**src/rtl/hrsi_pkg.sv**
```systemverilog
`default_nettype none

package hrsi_pkg;

    localparam int unsigned TIME_W  = 40;
    localparam int unsigned ALU_W   = TIME_W + 1;
    localparam int unsigned DELAY_W = 20;
    localparam int unsigned TOL_W   = 16;
    localparam int unsigned NWIRES  = 4;

    localparam logic [DELAY_W-1:0] DELAY_RST   = 20'd337500;
    localparam logic [TOL_W-1:0]   TOL_RST     = 16'd1000;
    localparam logic [3:0]         PRESENT_RST = 4'hf;

    localparam logic [1:0] WIRE_COMP  = 2'd0;
    localparam logic [1:0] WIRE_HEAT2 = 2'd1;
    localparam logic [1:0] WIRE_REV   = 2'd2;
    localparam logic [1:0] WIRE_FAN   = 2'd3;

    localparam logic [1:0] REG_DELAY   = 2'd0;
    localparam logic [1:0] REG_TOL     = 2'd1;
    localparam logic [1:0] REG_PRESENT = 2'd2;

    localparam logic KIND_EVENT = 1'b0;
    localparam logic KIND_REPLY = 1'b1;

    typedef enum logic [1:0] {
        TRI_UNKNOWN = 2'd0,
        TRI_OFF     = 2'd1,
        TRI_ON      = 2'd2
    } t_tri;

    typedef enum logic [2:0] {
        ST_OK          = 3'd0,
        ST_LOCKOUT     = 3'd1,
        ST_REV_REFUSED = 3'd2,
        ST_FAN_COMP    = 3'd3,
        ST_FAN_HEAT2   = 3'd4,
        ST_BAD_WIRE    = 3'd5
    } t_status;

    typedef enum logic {
        ALU_ADD = 1'b0,
        ALU_SUB = 1'b1
    } t_alu_op;

    typedef enum logic [2:0] {
        S_IDLE,
        S_ADD,
        S_CMP,
        S_EV0,
        S_EV1,
        S_REPLY
    } t_seq;

    typedef struct packed {
        logic [DELAY_W-1:0] delay;
        logic [TOL_W-1:0]   tol;
        logic [3:0]         present;
    } t_cfg;

    typedef struct packed {
        logic         kind;
        logic [3:0]   wire_id;
        logic         wire_on;
        logic         accepted;
        t_status      status;
        logic         last;
        t_tri [3:0]   wst;
    } t_result;

endpackage

`default_nettype wire

```
**src/rtl/hrsi_alu.sv**
```systemverilog
`default_nettype none

module hrsi_alu
    import hrsi_pkg::*;
(
    input  t_alu_op          i_op,
    input  logic [ALU_W-1:0] i_a,
    input  logic [ALU_W-1:0] i_b,
    output logic [ALU_W-1:0] o_res,
    output logic             o_msb
);

    logic [ALU_W:0] b_eff;
    logic [ALU_W:0] full;

    // For a subtract the top bit of the widened result is set exactly when a < b.
    assign b_eff = (i_op == ALU_SUB) ? ~{1'b0, i_b} : {1'b0, i_b};
    assign full  = {1'b0, i_a} + b_eff + {{ALU_W{1'b0}}, (i_op == ALU_SUB)};
    assign o_res = full[ALU_W-1:0];
    assign o_msb = full[ALU_W];

endmodule

`default_nettype wire

```
**src/rtl/hrsi_ctrl.sv**
```systemverilog
`default_nettype none

module hrsi_ctrl
    import hrsi_pkg::*;
(
    input  logic              i_clk,
    input  logic              i_rst_n,
    input  t_cfg              i_cfg,
    input  logic              i_valid,
    output logic              o_ready,
    input  logic [3:0]        i_req_wire,
    input  logic              i_req_connect,
    input  logic [TIME_W-1:0] i_now_ms,
    output logic              o_valid,
    input  logic              i_ready,
    output t_result           o_res
);

    t_seq              r_seq, n_seq;
    logic [3:0]        r_wire;
    logic              r_on;
    logic [TIME_W-1:0] r_now;
    logic [ALU_W-1:0]  r_acc, n_acc;
    logic [1:0]        r_ev_v, n_ev_v;
    logic [1:0][1:0]   r_ev_wire, n_ev_wire;
    logic [1:0]        r_ev_on, n_ev_on;
    t_status           r_status, n_status;
    t_tri [3:0]        r_wst, n_wst;
    logic [TIME_W-1:0] r_ct [NWIRES];
    logic [TIME_W-1:0] n_ct [NWIRES];
    t_result           r_out, n_out;
    logic              r_ovalid, n_ovalid;

    t_alu_op          alu_op;
    logic [ALU_W-1:0] alu_a, alu_b, alu_res;
    logic             alu_msb;
    logic             is_rev;
    logic [1:0]       ct_idx;
    logic [1:0]       w2;
    t_tri             want;
    logic             out_free;
    logic             slot;
    logic [1:0]       dw;
    logic             don;
    t_tri             dval;

    assign is_rev   = (r_wire == {2'b00, WIRE_REV});
    assign ct_idx   = is_rev ? WIRE_COMP : {1'b0, r_wire[0]};
    assign w2       = r_wire[1:0];
    assign want     = r_on ? TRI_ON : TRI_OFF;
    assign out_free = !r_ovalid || i_ready;
    assign slot     = (r_seq == S_EV1);
    assign dw       = r_ev_wire[slot];
    assign don      = r_ev_on[slot];
    assign dval     = don ? TRI_ON : TRI_OFF;

    hrsi_alu u_alu (
        .i_op  (alu_op),
        .i_a   (alu_a),
        .i_b   (alu_b),
        .o_res (alu_res),
        .o_msb (alu_msb)
    );

    always_comb begin
        n_seq     = r_seq;
        n_acc     = r_acc;
        n_ev_v    = r_ev_v;
        n_ev_wire = r_ev_wire;
        n_ev_on   = r_ev_on;
        n_status  = r_status;
        n_wst     = r_wst;
        n_ct      = r_ct;
        n_out     = r_out;
        n_ovalid  = r_ovalid && !i_ready;
        alu_op    = ALU_ADD;
        alu_a     = {1'b0, r_ct[ct_idx]};
        alu_b     = is_rev ? {{(ALU_W-TOL_W){1'b0}}, i_cfg.tol}
                           : {{(ALU_W-DELAY_W){1'b0}}, i_cfg.delay};
        unique case (r_seq)
            S_IDLE: begin
                if (i_valid) begin
                    n_seq = S_ADD;
                end
            end
            S_ADD: begin
                n_acc = alu_res;
                n_seq = S_CMP;
            end
            S_CMP: begin
                alu_op    = ALU_SUB;
                alu_a     = is_rev ? r_acc : {1'b0, r_now};
                alu_b     = is_rev ? {1'b0, r_now} : r_acc;
                n_ev_v    = 2'b00;
                n_ev_wire = '0;
                n_ev_on   = 2'b00;
                n_status  = ST_OK;
                n_seq     = S_EV0;
                if (r_wire[3:2] != 2'b00) begin
                    n_status = ST_BAD_WIRE;
                end else begin
                    unique case (w2)
                        WIRE_COMP, WIRE_HEAT2: begin
                            if (r_on && r_wst[w2] != TRI_ON && alu_msb) begin
                                n_status = ST_LOCKOUT;
                            end else begin
                                if (r_on && r_wst[w2] != TRI_ON && i_cfg.present[WIRE_FAN]
                                    && r_wst[WIRE_FAN] != TRI_ON) begin
                                    n_ev_v[0]    = 1'b1;
                                    n_ev_wire[0] = WIRE_FAN;
                                    n_ev_on[0]   = 1'b1;
                                end
                                if (i_cfg.present[w2]) begin
                                    n_ev_v[1]    = 1'b1;
                                    n_ev_wire[1] = w2;
                                    n_ev_on[1]   = r_on;
                                end else begin
                                    n_status = ST_BAD_WIRE;
                                end
                            end
                        end
                        WIRE_REV: begin
                            if (r_wst[WIRE_COMP] != TRI_OFF && r_wst[WIRE_REV] != want
                                && alu_msb) begin
                                n_status = ST_REV_REFUSED;
                                if (i_cfg.present[WIRE_COMP]) begin
                                    n_ev_v[0]    = 1'b1;
                                    n_ev_wire[0] = WIRE_COMP;
                                    n_ev_on[0]   = 1'b0;
                                end
                            end else if (i_cfg.present[WIRE_REV]) begin
                                n_ev_v[1]    = 1'b1;
                                n_ev_wire[1] = WIRE_REV;
                                n_ev_on[1]   = r_on;
                            end else begin
                                n_status = ST_BAD_WIRE;
                            end
                        end
                        WIRE_FAN: begin
                            if (!r_on && r_wst[WIRE_COMP] != TRI_OFF) begin
                                n_status = ST_FAN_COMP;
                            end else if (!r_on && i_cfg.present[WIRE_HEAT2]
                                         && r_wst[WIRE_HEAT2] != TRI_OFF) begin
                                n_status = ST_FAN_HEAT2;
                            end else if (i_cfg.present[WIRE_FAN]) begin
                                n_ev_v[1]    = 1'b1;
                                n_ev_wire[1] = WIRE_FAN;
                                n_ev_on[1]   = r_on;
                            end else begin
                                n_status = ST_BAD_WIRE;
                            end
                        end
                    endcase
                end
            end
            S_EV0, S_EV1: begin
                if (!r_ev_v[slot]) begin
                    n_seq = slot ? S_REPLY : S_EV1;
                end else if (out_free) begin
                    n_wst[dw] = dval;
                    if (r_wst[dw] != dval) begin
                        n_ct[dw] = r_now;
                    end
                    n_ovalid       = 1'b1;
                    n_out.kind     = KIND_EVENT;
                    n_out.wire_id  = {2'b00, dw};
                    n_out.wire_on  = don;
                    n_out.accepted = 1'b0;
                    n_out.status   = ST_OK;
                    n_out.last     = 1'b0;
                    n_out.wst      = n_wst;
                    n_seq          = slot ? S_REPLY : S_EV1;
                end
            end
            S_REPLY: begin
                if (out_free) begin
                    n_ovalid       = 1'b1;
                    n_out.kind     = KIND_REPLY;
                    n_out.wire_id  = r_wire;
                    n_out.wire_on  = r_on;
                    n_out.accepted = (r_status == ST_OK);
                    n_out.status   = r_status;
                    n_out.last     = 1'b1;
                    n_out.wst      = r_wst;
                    n_seq          = S_IDLE;
                end
            end
            default: begin
                n_seq = S_IDLE;
            end
        endcase
    end

    always_ff @(posedge i_clk) begin
        if (!i_rst_n) begin
            r_seq    <= S_IDLE;
            r_ovalid <= 1'b0;
            r_wst    <= {TRI_UNKNOWN, TRI_UNKNOWN, TRI_UNKNOWN, TRI_UNKNOWN};
            for (int i = 0; i < NWIRES; i++) begin
                r_ct[i] <= '0;
            end
        end else begin
            r_seq    <= n_seq;
            r_ovalid <= n_ovalid;
            r_wst    <= n_wst;
            r_ct     <= n_ct;
        end
    end

    always_ff @(posedge i_clk) begin
        if (r_seq == S_IDLE && i_valid) begin
            r_wire <= i_req_wire;
            r_on   <= i_req_connect;
            r_now  <= i_now_ms;
        end
        r_acc     <= n_acc;
        r_ev_v    <= n_ev_v;
        r_ev_wire <= n_ev_wire;
        r_ev_on   <= n_ev_on;
        r_status  <= n_status;
        r_out     <= n_out;
    end

    assign o_ready = (r_seq == S_IDLE);
    assign o_valid = r_ovalid;
    assign o_res   = r_out;

`ifndef ASSERT_OFF
    a_event_fields: assert property (@(posedge i_clk) disable iff (!i_rst_n)
        r_ovalid && r_out.kind == KIND_EVENT |-> !r_out.accepted && !r_out.last)
        else $error("event word carries reply fields");
    a_reply_accept: assert property (@(posedge i_clk) disable iff (!i_rst_n)
        r_ovalid && r_out.kind == KIND_REPLY |-> r_out.accepted == (r_out.status == ST_OK))
        else $error("reply accepted flag disagrees with status");
    a_start_seq: assert property (@(posedge i_clk) disable iff (!i_rst_n)
        i_valid && o_ready |=> r_seq == S_ADD)
        else $error("accepted word did not start the sequencer");
    a_ct_change: assert property (@(posedge i_clk) disable iff (!i_rst_n)
        r_ct[WIRE_COMP] != $past(r_ct[WIRE_COMP]) |-> r_wst[WIRE_COMP] != $past(r_wst[WIRE_COMP]))
        else $error("compressor change time moved without a state change");
`endif

endmodule

`default_nettype wire

```
**src/rtl/hvac_relay_safety_interlock.sv**
```systemverilog
`default_nettype none
// A request word is taken only while the sequencer is idle. It then passes through an add
// step and a compare step, both on the shared 41-bit adder, then the event states EV0 and EV1
// and the reply state, which registers the reply word that ends the run.
// A new request is not taken until the reply has gone to the output register and the sequencer
// is idle again; an event or reply that waits for the output register to free up stalls the run.
// Reset is synchronous and active low: relays read unknown, change times and configuration reset.

module hvac_relay_safety_interlock
    import hrsi_pkg::*;
(
    input  logic              i_clk,
    input  logic              i_rst_n,
    input  logic              psel,
    input  logic              penable,
    input  logic              pwrite,
    input  logic [3:0]        paddr,
    input  logic [31:0]       pwdata,
    output logic [31:0]       prdata,
    output logic              pready,
    input  logic              i_valid,
    output logic              o_ready,
    input  logic [3:0]        i_req_wire,
    input  logic              i_req_connect,
    input  logic [TIME_W-1:0] i_now_ms,
    output logic              o_valid,
    input  logic              i_ready,
    output logic              o_kind,
    output logic [3:0]        o_wire_id,
    output logic              o_wire_on,
    output logic              o_accepted,
    output logic [2:0]        o_status,
    output logic              o_last_of_run,
    output logic [1:0]        o_compressor_state,
    output logic [1:0]        o_heat2_state,
    output logic [1:0]        o_reversing_state,
    output logic [1:0]        o_fan_state
);

    t_cfg    r_cfg;
    t_result res;
    logic    wr_en;

    assign pready = 1'b1;
    assign wr_en  = psel && penable && pwrite;

    always_ff @(posedge i_clk) begin
        if (!i_rst_n) begin
            r_cfg.delay   <= DELAY_RST;
            r_cfg.tol     <= TOL_RST;
            r_cfg.present <= PRESENT_RST;
        end else if (wr_en) begin
            unique case (paddr[3:2])
                REG_DELAY:   r_cfg.delay   <= pwdata[DELAY_W-1:0];
                REG_TOL:     r_cfg.tol     <= pwdata[TOL_W-1:0];
                REG_PRESENT: r_cfg.present <= pwdata[3:0];
                default: begin
                end
            endcase
        end
    end

    always_comb begin
        unique case (paddr[3:2])
            REG_DELAY:   prdata = {{(32-DELAY_W){1'b0}}, r_cfg.delay};
            REG_TOL:     prdata = {{(32-TOL_W){1'b0}}, r_cfg.tol};
            REG_PRESENT: prdata = {28'd0, r_cfg.present};
            default:     prdata = 32'd0;
        endcase
    end

    hrsi_ctrl u_ctrl (
        .i_clk         (i_clk),
        .i_rst_n       (i_rst_n),
        .i_cfg         (r_cfg),
        .i_valid       (i_valid),
        .o_ready       (o_ready),
        .i_req_wire    (i_req_wire),
        .i_req_connect (i_req_connect),
        .i_now_ms      (i_now_ms),
        .o_valid       (o_valid),
        .i_ready       (i_ready),
        .o_res         (res)
    );

    assign o_kind             = res.kind;
    assign o_wire_id          = res.wire_id;
    assign o_wire_on          = res.wire_on;
    assign o_accepted         = res.accepted;
    assign o_status           = res.status;
    assign o_last_of_run      = res.last;
    assign o_compressor_state = res.wst[WIRE_COMP];
    assign o_heat2_state      = res.wst[WIRE_HEAT2];
    assign o_reversing_state  = res.wst[WIRE_REV];
    assign o_fan_state        = res.wst[WIRE_FAN];

endmodule

`default_nettype wire
```
**config.mk**
```make
export PLATFORM = sky130hd
export DESIGN_NAME = hvac_relay_safety_interlock
export DESIGN_NICKNAME = d
export VERILOG_FILES = /design/src/rtl/hrsi_pkg.sv /design/src/rtl/hrsi_alu.sv /design/src/rtl/hrsi_ctrl.sv /design/src/rtl/hvac_relay_safety_interlock.sv
export SDC_FILE = /design/constraint.sdc
export NUM_CORES = 1
export LEC_CHECK = 0
export BUFFER_PORTS_ARGS = -buffer_cell sky130_fd_sc_hd__buf_2
export CORE_MARGIN = 2
export CORE_UTILIZATION = 35
export CTS_BUF_LIST = sky130_fd_sc_hd__clkbuf_4 sky130_fd_sc_hd__clkbuf_8
export DETAILED_ROUTE_END_ITERATION = 10
export RECOVER_POWER = 50
export SLEW_MARGIN = 20
export SYNTH_ARGS = -nofsm -noshare
export SYNTH_HDL_FRONTEND = slang
export SYNTH_HIERARCHICAL = 1
export SYNTH_SLANG_ARGS = --single-unit
```
**constraint.sdc**
```tcl
create_clock -name i_clk -period 7.7 [get_ports i_clk]
set_input_delay 1.54 -clock i_clk [delete_from_list [all_inputs] [get_ports i_clk]]
set_output_delay 1.54 -clock i_clk [all_outputs]
set_load 0.01 [all_outputs]
```
Word-level counts from Yosys, hierarchy flattened. Cells that the tools add are included.

$lt $le $gt $ge: 7. Equality and inequality tests: 22. $add $sub $neg: 2. Reduce and logical (&&, ||, !) cells: 35. Mux-type cells: 82. Bitwise gates (word level): 4.

Operator list (number): 2-to-1 mux 41 bit (4); bitwise mux 160 bit (1); 2-to-1 mux 40 bit (3); binary-select mux 40 bit (select 2 bit) (1); demux 40 bit (select 2 bit) (1); case mux 20 bit (3 select lines) (1); 2-to-1 mux 19 bit (3); adder 41 x 42 -> 42 bit (1); adder 42 x 1 -> 42 bit (1); 2-to-1 mux 42 bit (1); NOT 41 -> 42 bit (1); case mux 19 bit (2 select lines) (1); 2-to-1 mux 3 bit (11); 2-to-1 mux 2 bit (16); 2-to-1 mux 1 bit (25); 2-to-1 mux 20 bit (1); logical AND 1 bit (15); case mux 3 bit (5 select lines) (1); inequality test 2 x 1 -> 1 bit, second input constant (5); case mux 3 bit (3 select lines) (1); binary-select mux 2 bit (select 2 bit) (2); bitwise mux 8 bit (1); AND reduction 4 bit (2); == test 2 bit, second input constant (3); other kinds (30) (50).

Output and inout bits: 54. Register bits: 328. Word-level logic and storage cells: 185. Bits of input ports: 88.

Depth between registers and ports, before layout.
Depth in word-level cells: 12. Gate-level depth with buffers: 23.

Modules after synthesis. The synthesis kept the hierarchy.

Modules (own cells, without submodules): hrsi_ctrl (cells each 979, seq. area each 5235.0 sq um, times used 1, area each 10174.8 sq um); hrsi_alu (cells each 378, seq. area each 0.0 sq um, times used 1, area each 2698.8 sq um); hvac_relay_safety_interlock (cells each 232, seq. area each 800.8 sq um, times used 1, area each 2028.2 sq um).

Worst setup path before layout. OpenSTA, ideal clock, no wires.

Path kind: register to register. Start: register u_ctrl.r_seq[1]. End: register u_ctrl.r_status[0] (data pin). Setup time: 0.270 ns. Slack: 2.046 ns. Cell stages (with the launch flop): 23. Path buffers: 6. Data arrival time: 5.384 ns. Cells stage by stage: dfxtp_1 -> inv_1 -> or3_1 -> clkbuf_1 -> inv_1 -> clkbuf_1 -> buf_1 -> clkbuf_1 -> buf_1 -> xor2_1 -> ha_1 -> buf_2 -> nand2_1 -> or4_4 -> o2111ai_2 -> nand2_2 -> o2111ai_1 -> o211ai_1 -> xnor2_1 -> and4_1 -> nor4b_1 -> nor3_1 -> or3b_2.

Elaborated cells between the ends (all ways): 13. Those cells by class: add/sub: 2; eq/ne: 1; mux: 7; bitwise: 1; reduce/logical: 2.

RTL lines: start, declared (RTL line hrsi_ctrl.sv:19) `t_seq r_seq, n_seq;`; start signal, assigned (RTL line hrsi_ctrl.sv:203) `r_seq <= n_seq;`; == test 3 x 2 -> 1 bit (*) (RTL line hrsi_ctrl.sv:80) `unique case (r_seq)`; 2-to-1 mux 1 bit (*) (RTL line hrsi_ctrl.sv:80); net u_ctrl.alu_op (RTL line hrsi_ctrl.sv:34) `t_alu_op alu_op;`; 2-to-1 mux 42 bit (RTL line hrsi_alu.sv:17) `assign b_eff = (i_op == ALU_SUB) ? ~{1'b0, i_b} : {1'b0, i_b};`; adder 41 x 42 -> 42 bit (RTL line hrsi_alu.sv:18) `assign full = {1'b0, i_a} + b_eff + {{ALU_W{1'b0}}, (i_op == ALU_SUB)};`; adder 42 x 1 -> 42 bit (*) (RTL line hrsi_alu.sv:18); net u_ctrl.alu_msb (RTL line hrsi_ctrl.sv:36) `logic alu_msb;`; logical AND 1 bit (on tied branches) (RTL line hrsi_ctrl.sv:124, hrsi_ctrl.sv:104); 2-to-1 mux 3 bit (on tied branches) (RTL line hrsi_ctrl.sv:123, hrsi_ctrl.sv:104); case mux 3 bit (3 select lines) (*) (RTL line hrsi_ctrl.sv:102) `unique case (w2)`; end signal, assigned (RTL line hrsi_ctrl.sv:220) `r_status <= n_status;`; end, declared (RTL line hrsi_ctrl.sv:27) `t_status r_status, n_status;`.

Mark *: on every way through the listed nets, which the timed path passes. The rest lies on a longest branch. A chain may end at the register's enable or synchronous reset.

Worst setup path in the final report.
Start: register u_ctrl.r_wire[0]. End: register u_ctrl.r_status[0] (data pin).

Longest elaborated chain between the ends: 12. Elaborated cells between the ends (all ways): 32. Those cells by class: add/sub: 2; eq/ne: 5; mux: 18; bitwise: 2; reduce/logical: 5.

Ends and longest elaborated chain: start, declared (RTL line hrsi_ctrl.sv:20) `logic [3:0] r_wire;`; start signal, assigned (RTL line hrsi_ctrl.sv:212) `r_wire <= i_req_wire;`; == test 4 x 2 -> 1 bit (RTL line hrsi_ctrl.sv:47) `assign is_rev = (r_wire == {2'b00, WIRE_REV});`; 2-to-1 mux 1 bit (RTL line hrsi_ctrl.sv:48) `assign ct_idx = is_rev ? WIRE_COMP : {1'b0, r_wire[0]};`; NOT 2 -> 3 bit (implied by the code) (RTL line hrsi_ctrl.sv:77) `alu_a = {1'b0, r_ct[ct_idx]};`; binary-select mux 40 bit (select 2 bit) (RTL line hrsi_ctrl.sv:77); 2-to-1 mux 40 bit (implied by the code) (2 in series) (RTL line hrsi_ctrl.sv:77); 2-to-1 mux 41 bit (*) (RTL line hrsi_ctrl.sv:80); net u_ctrl.alu_a[22] (RTL line hrsi_ctrl.sv:35) `logic [ALU_W-1:0] alu_a, alu_b, alu_res;`; adder 41 x 42 -> 42 bit (*) (RTL line hrsi_alu.sv:18); adder 42 x 1 -> 42 bit (*) (RTL line hrsi_alu.sv:18); net u_ctrl.alu_msb (RTL line hrsi_ctrl.sv:36); logical AND 1 bit (on tied branches) (RTL line hrsi_ctrl.sv:124, hrsi_ctrl.sv:104); 2-to-1 mux 3 bit (on tied branches) (RTL line hrsi_ctrl.sv:123, hrsi_ctrl.sv:104); case mux 3 bit (3 select lines) (*) (RTL line hrsi_ctrl.sv:102).

Mark *: on every way through the listed nets, which the timed path passes. The rest lies on a longest branch. The select of a mux whose other input is x is not followed.

==> run_results.csv <==
group,metric,value,unit
setup_path,r2r-end,"u_ctrl/r_status[0]",
power_and_ir_drop,power_switching,0.00137,W
yosys,ys_seq_area_share,40.5,%
setup_path,crit_path_start_kind,"flop",
die,design.die.area,0.0442,mm2
clock_tree,clock_tree.buffer_depth,3,
setup_path,required,8.01,ns
clock_tree,clock_sinks,245,
global_routing,grt_pass1_wl,62500,um
clock_tree,holdBufCountCts,0,
clock_tree,post_cts_buffers,0,
global_routing,grt.overflow.total,0,
timing,whs,0.459,ns
die,io_pins,142,
setup_path,setup.worst_path.end,"u_ctrl/r_status[0]",
timing,fin_skew,0.0262,ns
route,wl_per_cell,17.6,um
clock_tree,cts_root_buf,"clkbuf_8",
clock_tree,ctsResizeCount,0,
yosys,synthTopCellsByCount,"287 x nand2_1, 132 x dfxtp_1, 113 x edfxtp_1",
clock_tree,numCtsBuffers,44,
power_and_ir_drop,sw_frac_of_total,33.9,%
route,drt_first_iter_violations,777,
global_routing,grt_pass1_vias,12078,
clock_tree,clk-insertion-delay-late,0.58,ns
power_and_ir_drop,seqPwrFrac,41.0,%
yosys,async_flop_share,0,%
die,start_util,35.5,%
yosys,netlist.area_leader.share,22.8,%
timing,period_share,84.5,%
power_and_ir_drop,combPwrFrac,28.3,%
placed_design,pre_cts_ws,1.79,ns
yosys,ys_top_cells_by_area,"edfxtp_1 23%, dfxtp_1 18%, nand2_1 7.2%, mux2i_1 6.2%, ha_1 3.4%",
global_routing,gr-usage-all-layers,17.4,%
global_routing,grt_antenna_before_repair,0,
timing,grt_setup_unrepaired,"no",
setup_path,crit_type,"flop to flop",
route,num_vias,12207,
power_and_ir_drop,p_leak,6.38,nW
yosys,synth_edf_count,113,
power_and_ir_drop,p_per_area,244,mW/mm2
setup_path,end_kind,"flop",
route,ant_nets,0,
yosys,netlist_instances,1589,
hold_path,hp-class,"flop to flop",
timing,finalHoldViolCount,0,
clock_tree,htreeDepth,2,
die,die_y,210,um
setup_path,r2r_slack,1.19,ns
final_layout,instances_no_fill,2224,
yosys,syn-cell-area,0.0149,mm2
setup_path,arrival,6.82,ns
yosys,synth_top_area_cell,"edfxtp_1",
setup_path,worstPathMaxFanout,46,
yosys,synth.distinct_cells,91,
placed_design,dp_hpwl,25700,um
yosys,synth_most_common_cell,"nand2_1",
route,drc,0,
timing,max-slew-margin-rel,-161,%
global_routing,grt_max_degree,96,
setup_path,rr_worst_depth,18,
setup_path,r2r_start,"u_ctrl/r_wire[0]",
timing,slew_violations,291,
clock_tree,tritoncts,"built",
die,die_x,210,um
clock_tree,clk_pin_slew,0.05,ns
final_layout,fin_nets,1779,
timing,timing.final.ws_setup,1.19,ns
hold_path,hold_start,"u_ctrl/r_ct[99]",
yosys,synth_seq_cells,245,
placed_design,dpl.cell_count,2143,
placed_design,gp_congestion,0.888,
final_layout,fin_util,39.5,%
timing,tns,0,ns
die,core_area,0.0419,mm2
yosys,ys.flop_type,"dfxtp_1",
power_and_ir_drop,ir_worst_vdd,0.122,mV
setup_path,worstSetupStartpoint,"u_ctrl/r_wire[0]",
run_status,status,"finished, violations left",
run_status,violations,"max-capacitance violations, max-slew violations",
timing,fmax,0.154,GHz
placed_design,port_buffers,114,
route,vias_per_cell,5.49,
final_layout,diodes,0,
timing,worst_pin_slew,3.91,ns
route,dr.pass1.iters,5,
power_and_ir_drop,power_frac_clock,30.7,%
yosys,synth_warnings,6,
die,num_rows,75,
run,drv_cap,6,
timing,period_minus_slack,6.51,ns
timing,setup-violations-final,0,
final_layout,area_growth,11.1,%
final_layout,drive_above_1_share,16.4,%
route,drt_wl_total,39100,um
yosys,avgSynthCellArea,9.38,um2
power_and_ir_drop,power.internal,0.00267,W
routing by layer:
layer | wire [um] | part of all wire, % | GRT usage [%]
met5 | 0 | 0 | 0
met4 | 787 | 2.0 | 5.53
met3 | 1670 | 4.3 | 3.14
met2 | 19100 | 49 | 29.8
met1 | 17500 | 45 | 22.3
worst min path at each step:
| stage | to | depth (start not counted) |
|---|---|---|
| finish | u_ctrl/r_ct[99] | 2 |
| floorplan | u_ctrl/r_ct[100] | 2 |
| CTS | u_ctrl/r_ct[99] | 2 |
| global route | u_ctrl/r_ct[99] | 2 |
| global placement | u_ctrl/r_ct[114] | 2 |
| detailed placement | u_ctrl/r_ct[99] | 2 |
stage by stage:
| stage | cell area, um2 | power [W] |
|---|---|---|
| floorplan | 14900 | 0.00254 |
| global placement | 15700 | 0.00279 |
| detailed placement | 15700 | 0.00281 |
| CTS | 16600 | 0.00408 |
| global route | 16600 | 0.00428 |
| finish | 16600 | 0.00404 |
final cells by class:
cell class | instances | area, um2
multi-input combinational | 1188 | 8140
sequential | 245 | 6040
clock inverter | 18 | 111
clock buffer | 63 | 773
tap | 539 | 674
timing repair buffer | 130 | 661
inverter | 41 | 156
fill | 4132 | 25400
critical path: stages, from the launching register on:
cell       delay [ns]
edfxtp_1         0.63
clkbuf_1         1.55
buf_4            0.60
nor2b_1          0.09
a211oi_1         0.19
a31oi_1          0.07
ha_1             0.43
a21o_1           0.14
a21o_1           0.16
a21oi_1          0.12
a21oi_1          0.26
nand2_2          0.12
o2111ai_1        0.22
o211ai_1         0.19
xnor2_1          0.44
and4_1           0.31
nor4b_1          0.07
nor3_1           0.19
or3b_2           0.45
kinds of logic (layout without fill, tap and decap cells):
logic type               after synthesis  in the layout  share of synthesized area (%)
buffers and inverters                167            252                           5.26
other                                  2             13                         0.0504
flip-flops                           245            245                           40.5
AND/OR/NAND/NOR                      505            505                           15.8
AO/OA/AOI/OAI                        436            436                           20.9
multiplexers                         119            119                           9.60
adder cells (fa/ha/maj)               41             41                           3.49
XOR/XNOR                              74             74                           4.35
layout by cell type (no fill, tap or decap), drive strengths merged, types with 8 or more instances in the layout:
cell type and n:
mux4 18, xnor2 21, xor2 53, a31oi 45
a21oi 91, and3 9, nor2b 49, mux2 8
o311ai 9, o22ai 80, and2 13, a211oi 84
inv 41, clkbuf 87, nor3 10, mux2i 93
o211ai 13, nand2 288, nand2b 9, edfxtp 113
a21o 17, o21ai 48, nor2 71, ha 40
clkinv 15, nand3 13, buf 106, conb 13
o21bai 8, dfxtp 132
state kept, by name, summed over array words and instances (netlist names):
| name | flops |
|---|---|
| u_ctrl/r_wst | 8 |
| u_ctrl/r_now | 40 |
| u_ctrl/r_status | 3 |
| u_ctrl/r_ct | 80 |
| u_ctrl/r_ev_wire | 3 |
| u_ctrl/r_on | 1 |
| u_ctrl/r_acc | 41 |
| r_cfg | 40 |
| u_ctrl/r_seq | 3 |
| u_ctrl/o_valid | 1 |
| u_ctrl/r_ev_v | 2 |
| u_ctrl/r_ev_on | 1 |
| u_ctrl/r_wire | 4 |
| u_ctrl/o_res | 18 |
power groups by stage:
stage | sequential (W) | clock (W) | combinational (W)
after global routing | 0.00167 | 0.00134 | 0.00127
final | 0.00166 | 0.00124 | 0.00114
after floorplan | 0.00164 | 0 | 0.000895
after global placement | 0.00167 | 0 | 0.00111
after detailed placement | 0.00168 | 0 | 0.00114
after CTS | 0.00165 | 0.00128 | 0.00114
(Power assumes the default switching activity.)
